File: config.mk
export PLATFORM = sky130hd
export DESIGN_NAME = nrsi_cfg
export DESIGN_NICKNAME = d
export VERILOG_FILES = /design/src/rtl/nrsi_pkg.sv /design/src/rtl/nrsi_cfg.sv
export SDC_FILE = /design/constraint.sdc
export NUM_CORES = 1
export LEC_CHECK = 0
export ABC_AREA = 1
export BUFFER_PORTS_ARGS = -buffer_cell sky130_fd_sc_hd__buf_2
export CORE_ASPECT_RATIO = 0.6
export CORE_MARGIN = 8
export CORE_UTILIZATION = 52
export DETAILED_ROUTE_END_ITERATION = 10
export GPL_TIMING_DRIVEN = 0
export PLACE_DENSITY = 0.91
export SYNTH_ARGS = -nofsm -noshare
export SYNTH_HDL_FRONTEND = slang
export SYNTH_SLANG_ARGS = --single-unit
export TNS_END_PERCENT = 30
File: constraint.sdc
create_clock -name i_clk -period 2.2 [get_ports i_clk]
set_input_delay 0.22 -clock i_clk [delete_from_list [all_inputs] [get_ports i_clk]]
set_output_delay 0.22 -clock i_clk [all_outputs]
set_load 0.03 [all_outputs]
File: src/rtl/nrsi_pkg.sv
// Shared types, constants and datapath functions of the nearest-neighbor
// resize source index generator. No dependencies; used by every module in rtl/.
package nrsi_pkg;

    localparam int IDX_W  = 12;   // row, column and plane indexes
    localparam int DIM_W  = 13;   // dimension registers, 1..4096
    localparam int ADDR_W = 36;   // linear element addresses
    localparam int NUM_W  = 26;   // (2o+1)*in fits here
    localparam int DIV_W  = 14;   // divisor, up to 2*out
    localparam int Q_W    = 12;   // quotient bits resolved by the divider
    localparam int CIDX_W = 3;    // register index on the config port

    localparam logic [DIM_W-1:0] MAX_DIM = DIM_W'(4096);

    // register indexes
    localparam logic [CIDX_W-1:0] CFG_IN_H  = 3'd0;
    localparam logic [CIDX_W-1:0] CFG_IN_W  = 3'd1;
    localparam logic [CIDX_W-1:0] CFG_OUT_H = 3'd2;
    localparam logic [CIDX_W-1:0] CFG_OUT_W = 3'd3;
    localparam logic [CIDX_W-1:0] CFG_MODE  = 3'd4;

    localparam logic MODE_ASYM = 1'b0;
    localparam logic MODE_HALF = 1'b1;

    // pipeline stage positions
    localparam int ST_INIT = 1;
    localparam int ST_DIV0 = 2;
    localparam int ST_PICK = ST_DIV0 + Q_W;
    localparam int ST_SCALE = ST_PICK + 1;
    localparam int ST_OUT = ST_SCALE + 1;
    localparam int NUM_STG = ST_OUT + 1;

    localparam int S_DATA_W = 40;
    localparam int M_DATA_W = 96;

    typedef struct packed {
        logic [DIM_W-1:0] in_h;
        logic [DIM_W-1:0] in_w;
        logic [DIM_W-1:0] out_h;
        logic [DIM_W-1:0] out_w;
        logic             mode;
    } t_cfg;

    // one restoring-division lane
    typedef struct packed {
        logic [DIV_W-1:0] rem;
        logic [Q_W-1:0]   low;
        logic [Q_W-1:0]   q;
        logic             zero;   // half-pixel coordinate below zero
        logic             sat;    // quotient at or above 2^Q_W
    } t_lane;

    typedef struct packed {
        t_lane             lr;
        t_lane             lc;
        logic [NUM_W-1:0]  nr;
        logic [NUM_W-1:0]  nc;
        logic [IDX_W-1:0]  orow;
        logic [IDX_W-1:0]  ocol;
        logic [IDX_W-1:0]  srow;
        logic [IDX_W-1:0]  scol;
        logic [ADDR_W-1:0] src;
        logic [ADDR_W-1:0] dst;
    } t_stg;

    function automatic logic [DIM_W-1:0] eff_dim(input logic [DIM_W-1:0] v);
        logic [DIM_W-1:0] r;
        r = v;
        if (v == '0) begin
            r = DIM_W'(1);
        end else if (v > MAX_DIM) begin
            r = MAX_DIM;
        end
        return r;
    endfunction

    function automatic logic [DIV_W-1:0] div_of(input logic [DIM_W-1:0] nout,
                                                input logic mode);
        return (mode == MODE_HALF) ? {nout, 1'b0} : {1'b0, nout};
    endfunction

    // scaled output coordinate: o*in or (2o+1)*in
    function automatic logic [NUM_W-1:0] scale_num(input logic [IDX_W-1:0] o,
                                                   input logic [DIM_W-1:0] nin,
                                                   input logic mode);
        logic [DIM_W-1:0] m;
        m = (mode == MODE_HALF) ? {o, 1'b1} : {1'b0, o};
        return NUM_W'(m) * NUM_W'(nin);
    endfunction

    function automatic t_lane lane_init(input logic [NUM_W-1:0] num,
                                        input logic [DIM_W-1:0] nout,
                                        input logic mode);
        t_lane            l;
        logic [DIV_W-1:0] d;
        logic [NUM_W-1:0] n;
        logic             neg;
        d   = div_of(nout, mode);
        neg = (mode == MODE_HALF) && (num < NUM_W'(nout));
        n   = (mode == MODE_HALF) ? (num - NUM_W'(nout)) : num;
        l.zero = neg;
        l.sat  = !neg && (n[NUM_W-1:Q_W] >= d);
        l.rem  = n[NUM_W-1:Q_W];
        l.low  = n[Q_W-1:0];
        l.q    = '0;
        return l;
    endfunction

    // resolve one quotient bit
    function automatic t_lane div_step(input t_lane l, input logic [DIV_W-1:0] d);
        t_lane          r;
        logic [DIV_W:0] t;
        r = l;
        t = {l.rem, l.low[Q_W-1]};
        if (t >= {1'b0, d}) begin
            r.rem = DIV_W'(t - {1'b0, d});
            r.q   = {l.q[Q_W-2:0], 1'b1};
        end else begin
            r.rem = t[DIV_W-1:0];
            r.q   = {l.q[Q_W-2:0], 1'b0};
        end
        r.low = {l.low[Q_W-2:0], 1'b0};
        return r;
    endfunction

    // floor result clamped to [0, in-1]
    function automatic logic [IDX_W-1:0] pick_idx(input t_lane l,
                                                  input logic [DIM_W-1:0] nin);
        logic [IDX_W-1:0] lim;
        logic [IDX_W-1:0] r;
        lim = IDX_W'(nin - DIM_W'(1));
        if (l.zero) begin
            r = '0;
        end else if (l.sat || (l.q > lim)) begin
            r = lim;
        end else begin
            r = l.q;
        end
        return r;
    endfunction

endpackage

File: src/rtl/nrsi_cfg.sv
// Configuration registers of the resize index generator: takes register writes
// and holds the effective (clamped) dimensions and the coordinate mode. Uses nrsi_pkg.
module nrsi_cfg (
    input  logic                          i_clk,
    input  logic                          i_rst_n,
    input  logic                          i_cfg_we,
    input  logic [nrsi_pkg::CIDX_W-1:0]   i_cfg_idx,
    input  logic [nrsi_pkg::DIM_W-1:0]    i_cfg_data,
    output nrsi_pkg::t_cfg                o_cfg
);

    nrsi_pkg::t_cfg r_cfg;
    nrsi_pkg::t_cfg n_cfg;

    always_comb begin
        n_cfg = r_cfg;
        if (i_cfg_we) begin
            case (i_cfg_idx)
                nrsi_pkg::CFG_IN_H:  n_cfg.in_h  = nrsi_pkg::eff_dim(i_cfg_data);
                nrsi_pkg::CFG_IN_W:  n_cfg.in_w  = nrsi_pkg::eff_dim(i_cfg_data);
                nrsi_pkg::CFG_OUT_H: n_cfg.out_h = nrsi_pkg::eff_dim(i_cfg_data);
                nrsi_pkg::CFG_OUT_W: n_cfg.out_w = nrsi_pkg::eff_dim(i_cfg_data);
                nrsi_pkg::CFG_MODE:  n_cfg.mode  = i_cfg_data[0];
                default: ;
            endcase
        end
    end

    always_ff @(posedge i_clk) begin
        if (!i_rst_n) begin
            r_cfg.in_h  <= nrsi_pkg::DIM_W'(1);
            r_cfg.in_w  <= nrsi_pkg::DIM_W'(1);
            r_cfg.out_h <= nrsi_pkg::DIM_W'(1);
            r_cfg.out_w <= nrsi_pkg::DIM_W'(1);
            r_cfg.mode  <= nrsi_pkg::MODE_ASYM;
        end else begin
            r_cfg <= n_cfg;
        end
    end

    assign o_cfg = r_cfg;

endmodule

==> flow_metrics.py, run 1 <==
metrics = {
    "cts": {
        "clock-root-buffer": "clkbuf_8",
        "cts.sinks": 53,
        "postCtsHoldBufs": 0,
        "clkTransAtPathRegs_ns": 0.09,
        "clock_path_buffers": 2,
        "cts_max_level": 2,
        "numCtsBuffers": 5,
        "post_cts_buffers": 0,
        "tritoncts": "built",
        "cts_resized": 0,
        "clock_latency_ns": 0.30,
    },
    "layout": {
        "fillers": 313,
        "stdcell_area_um2": 2440,
        "final_cell_mix": "buf_2, dfxtp_1, a21oi_1",
        "largest_reg_flops": 53,
        "layout-drive-gt1-share": 0.344,
        "syn2layout_area_growth_pct": 26.4,
        "nets": 317,
        "antenna_cells": 0,
        "fin_util": 0.676,
        "final_common_cell": "buf_2",
    },
    "yosys": {
        "synth-seq-cells": 53,
        "syn_inst": 221,
        "ys_seq_area_frac": 0.549,
        "syn-num-nets": 240,
        "ys_types": 22,
        "avgSynthCellArea_um2": 8.75,
        "syn-cell-area_um2": 1930,
        "yosysWarningCount": 0,
    },
    "sta": {
        "relSlewSlack": 0.719,
        "max_clock_freq_ghz": 0.901,
        "rsz0062_at_grt": "false",
        "fin_tns_setup_ns": 0,
        "tightest_slew_ns": 0.422,
        "setup_viol": 0,
        "period_share": 0.504,
        "hold_violations": 0,
        "finalCriticalPeriod_ns": 1.11,
        "fin_skew_ns": 0,
        "finalMaxSlewViolations": 0,
        "fin_ws_ns": 1.09,
    },
    "pwr": {
        "p_leak_nw": 1.14,
        "max-vdd-ir-drop_mv": 0.475,
        "design_power_total_mw": 1.84,
        "power_density_nw_per_um2": 752,
    },
    "run_status": {
        "outcome": "complete, no violations",
    },
    "detailed_routing": {
        "first_iter_violations": 92,
        "vias_per_cell": 5.42,
        "routed_wirelength_um": 5590,
        "dr.pass1.iters": 4,
        "wl_per_cell_um": 16.2,
        "final_antenna_net_count": 0,
        "route.detailed.drc": 0,
        "vias": 1874,
    },
    "place": {
        "gp_congestion": 0.870,
        "placed_cell_area_um2": 2340,
        "dp_hpwl_um": 4290,
        "pre_cts_slack_ns": 0.857,
        "portBuffers": 70,
    },
    "critical_path": {
        "rr_startpoint": "o_cfg[28]",
        "critPathArrivalTime_ns": 0.89,
        "path_delay_family": "flip-flops",
        "critPathLaunch": "o_cfg[28]",
        "crit_required_ns": 1.98,
        "reg2reg_depth": 2,
        "end_kind": "output pin",
        "reg2reg_to": "o_cfg[28]",
        "crit_slowest_cell": "dfxtp_1",
        "critPathMaxFanout": 2,
        "slowest_delay_ns": 0.37,
        "r2r_slack_ns": 1.52,
        "crit_chain": "buf_2",
        "critPathBufInv": 1,
        "crit_type": "reg2out",
        "cp-start-kind": "flip-flop",
    },
    "floorplan": {
        "dieArea_um2": 5990,
        "die_x_um": 94.7,
        "io_pins": 72,
        "initial_core_util": 0.535,
        "rows": 17,
        "core-area_um2": 3620,
        "die_y_um": 63.2,
    },
    "global_route": {
        "globalRouteOverflowTotal": 0,
        "grt_pass1_wl_um": 9020,
        "grt_max_degree": 16,
        "antenna_found_initial": 0,
        "grt_usage": 0.188,
        "grt_pass1_vias": 1856,
    },
    "min_path": {
        "min_from": "i_cfg_we",
        "worstHoldPathCells": 3,
        "hp-class": "in2reg",
        "whs_endpoint": "o_cfg[0]",
    },
    "job": {
        "drv_cap": 0,
    },
}
logic make-up (layout without fill, tap and decap cells):
logic type             Yosys count  in the layout  synth area share
buffers and inverters           25            103            0.0686
and+or+nand+nor                 43             43             0.105
DFF                             53             53             0.549
AOI/OAI and AO/OA              100            100             0.277
per-stage QoR:
| step | cells | hold slack (ns) |
|---|---|---|
| 5_1_grt | 346 | 0.254 |
| 4_1_cts | 346 | 0.216 |
| 2_1_floorplan | 221 | 0.400 |
| 6_report | 346 | 0.224 |
| 3_5_place_dp | 338 | 0.448 |
| 3_3_place_gp | 338 | 0.433 |
tightest hold or removal path: cells and delay by family:
family,cells,cell delay (ns)
buffers and inverters,1,0.10
AND/OR/NAND/NOR,1,0.09
AO/OA/AOI/OAI,1,0.07
report_power, final:
part           leakage, nW  switching, mW  internal (mW)
logic                0.658          0.170         0.0691
clock network       0.0542          0.306          0.285
registers            0.431         0.0172          0.992
total                 1.14          0.493           1.35
worst max-delay path by stage:
| stage | end | slack, ns | depth (start not counted) |
|---|---|---|---|
| after floorplan | o_cfg[30] | 1.14 | 6 |
| after global placement | o_cfg[49] | 0.90 | 9 |
| after detailed placement | o_cfg[19] | 0.86 | 9 |
| after CTS | o_cfg[28] | 1.09 | 1 |
| after global routing | o_cfg[19] | 1.04 | 9 |
| final | o_cfg[28] | 1.09 | 1 |
layout make-up:
| type | count | area [um2] | share of cell area |
|---|---|---|---|
| Sequential cell | 53 | 1060 | 0.434 |
| Multi-Input combinational cell | 143 | 741 | 0.303 |
| Timing Repair Buffer | 70 | 350 | 0.143 |
| Clock buffer | 7 | 96.3 | 0.0394 |
| Buffer | 14 | 91.3 | 0.0374 |
| Tap cell | 47 | 58.8 | 0.0241 |
| Inverter | 11 | 41.3 | 0.0169 |
| Clock inverter | 1 | 5.00 | 0.00205 |
cell usage after synthesis:
master / number / area share
a211oi_1: 2 / 0.0078
a21oi_1: 44 / 0.11
a21oi_2: 7 / 0.032
and2_1: 1 / 0.0032
buf_2: 4 / 0.010
buf_4: 3 / 0.012
buf_6: 3 / 0.017
clkbuf_1: 4 / 0.0078
clkinv_1: 1 / 0.0019
dfxtp_1: 53 / 0.55
inv_1: 7 / 0.014
inv_2: 3 / 0.0058
nand2_1: 21 / 0.041
nand2_2: 1 / 0.0032
nand3_1: 6 / 0.016
nor2_1: 10 / 0.019
nor2_2: 1 / 0.0032
nor2_4: 2 / 0.012
nor3_4: 1 / 0.0084
o21a_1: 2 / 0.0078
o21ai_0: 24 / 0.062
o21ai_1: 21 / 0.054
metal layers:
metal | up-vias | wire [um] | GRT usage
li1 | 916 | - | -
met1 | 858 | 2480 | 0.250
met4 | 0 | 74 | 0.0638
met2 | 93 | 2350 | 0.269
met3 | 7 | 686 | 0.0733
met5 | - | 0 | 0
Power figures use the tool's default switching activity.
==> run 2, diff against run 1 <==
--- a/config.mk
+++ b/config.mk
@@ -9,10 +9,10 @@
 export BUFFER_PORTS_ARGS = -buffer_cell sky130_fd_sc_hd__buf_2
 export CORE_ASPECT_RATIO = 0.6
 export CORE_MARGIN = 8
-export CORE_UTILIZATION = 52
+export CORE_UTILIZATION = 43
 export DETAILED_ROUTE_END_ITERATION = 10
 export GPL_TIMING_DRIVEN = 0
-export PLACE_DENSITY = 0.91
+export PLACE_DENSITY = 0.81
 export SYNTH_ARGS = -nofsm -noshare
 export SYNTH_HDL_FRONTEND = slang
 export SYNTH_SLANG_ARGS = --single-unit
==> constraint.sdc (replaced) <==
create_clock -name i_clk -period 0.9 [get_ports i_clk]
set_input_delay 0.09 -clock i_clk [delete_from_list [all_inputs] [get_ports i_clk]]
set_output_delay 0.09 -clock i_clk [all_outputs]
set_load 0.03 [all_outputs]
==> flow_metrics.py, run 2 (synthesis gave the netlist of run 1 again) <==
metrics = {
    "run_status": {
        "outcome": "complete, but fails checks",
        "violations": "negative setup slack",
    },
    "min_path": {
        "min_from": "i_cfg_we",
        "whs_endpoint": "o_cfg[0]",
        "worstHoldPathCells": 3,
        "hp-class": "in2reg",
    },
    "job": {
        "drv_cap": 0,
    },
    "place": {
        "place_inst": 354,
        "pre_cts_slack_ns": -0.357,
        "dp_hpwl_um": 4440,
        "placed_cell_area_um2": 2370,
        "portBuffers": 70,
        "gp_congestion": 0.850,
    },
    "cts": {
        "cts_max_level": 2,
        "clock-root-buffer": "clkbuf_8",
        "tritoncts": "built",
        "clock_latency_ns": 0.31,
        "clkTransAtPathRegs_ns": 0.09,
        "clock_path_buffers": 2,
        "numCtsBuffers": 5,
        "cts.sinks": 53,
    },
    "detailed_routing": {
        "routed_wirelength_um": 6350,
        "final_antenna_net_count": 0,
        "route.detailed.drc": 0,
        "dr.pass1.iters": 4,
        "vias_per_cell": 5.31,
        "vias": 1939,
        "first_iter_violations": 117,
        "wl_per_cell_um": 17.4,
    },
    "critical_path": {
        "r2r_slack_ns": 0.19,
        "crit_type": "reg2out",
        "crit_chain": "buf_6",
        "rr_startpoint": "o_cfg[15]",
        "crit_slowest_cell": "dfxtp_2",
        "slowest_delay_ns": 0.37,
        "reg2reg_depth": 2,
        "reg2reg_to": "o_cfg[15]",
        "crit_required_ns": 0.81,
        "path_delay_family": "flip-flops",
        "critPathBufInv": 1,
        "end_kind": "output pin",
        "critPathArrivalTime_ns": 0.82,
        "cp-start-kind": "flip-flop",
        "critPathMaxFanout": 2,
    },
    "floorplan": {
        "io_pins": 72,
        "die_y_um": 68.0,
        "core-area_um2": 4450,
        "initial_core_util": 0.435,
        "rows": 19,
        "die_x_um": 103,
        "dieArea_um2": 6970,
    },
    "layout": {
        "syn2layout_area_growth_pct": 55.4,
        "stdcell_area_um2": 3010,
        "antenna_cells": 0,
        "largest_reg_flops": 53,
        "fin_util": 0.676,
        "final_cell_mix": "buf_6, dfxtp_2, a21oi_1",
        "nets": 320,
        "layout-drive-gt1-share": 0.579,
        "instances_no_fill": 365,
        "final_common_cell": "buf_6",
    },
    "sta": {
        "setup_viol": 1,
        "finalMaxSlewViolations": 0,
        "rsz0062_at_grt": "true",
        "worst_hold_slack_ns": 0.0685,
        "finalCriticalPeriod_ns": 0.907,
        "hold_violations": 0,
        "relSlewSlack": 0.712,
        "tightest_slew_ns": 0.432,
        "fin_tns_setup_ns": -0.00661,
        "period_share": 1.01,
        "fin_ws_ns": -0.00661,
        "fin_skew_ns": 0,
        "max_clock_freq_ghz": 1.10,
    },
    "pwr": {
        "design_power_total_mw": 4.93,
        "p_leak_nw": 1.26,
        "max-vdd-ir-drop_mv": 0.915,
        "power_density_nw_per_um2": 1640,
    },
    "global_route": {
        "grt_pass1_wl_um": 9560,
        "grt_pass1_vias": 1851,
        "grt_max_degree": 17,
        "grt_usage": 0.180,
        "antenna_found_initial": 0,
        "globalRouteOverflowTotal": 0,
    },
}
## run 2: worst max path at each step
stage	endpoint	cells after the start	slack (ns)	from
6_report	o_cfg[10]	1	-0.007	o_cfg[10]
3_3_place_gp	o_cfg[7]	9	-0.31	i_cfg_data[0]
2_1_floorplan	o_cfg[32]	7	-0.02	i_cfg_we
4_1_cts	o_cfg[31]	9	-0.02	i_cfg_data[0]
3_5_place_dp	o_cfg[20]	9	-0.36	i_cfg_data[0]
5_1_grt	o_cfg[10]	1	-0.04	o_cfg[10]
## run 2: what timing repair did
| action | 4_1_cts | 5_1_grt |
|---|---|---|
| endpoints found under the setup margin | 64 | 80 |
| hold buffers | 0 | 0 |
| pin swaps | 0 | 3 |
| buffers inserted | 0 | 3 |
| resized for setup | 151 | 34 |
## run 2: power breakdown
group          switching [mW]  total [mW]  internal (mW)
Combinational           0.454       0.742          0.288
Sequential             0.0628        2.50           2.44
Clock                   0.780        1.68          0.904
Total                    1.30        4.93           3.63
## run 2: area by class of cell
cell class                 count  area, um2
sequential                    53       1130
buffer                        14        114
timing repair buffer          73        704
clock inverter                 2       37.5
tap                           63       78.8
clock buffer                   6       82.6
fill                         362       1440
inverter                      11       41.3
multi-input combinational    143        821
## run 2: routing by layer
layer	GRT usage	vias to the layer above	share of wire
li1	-	916	-
met1	0.240	933	0.45
met2	0.266	83	0.44
met3	0.0599	7	0.10
met4	0.0690	0	0.011
met5	0	-	0
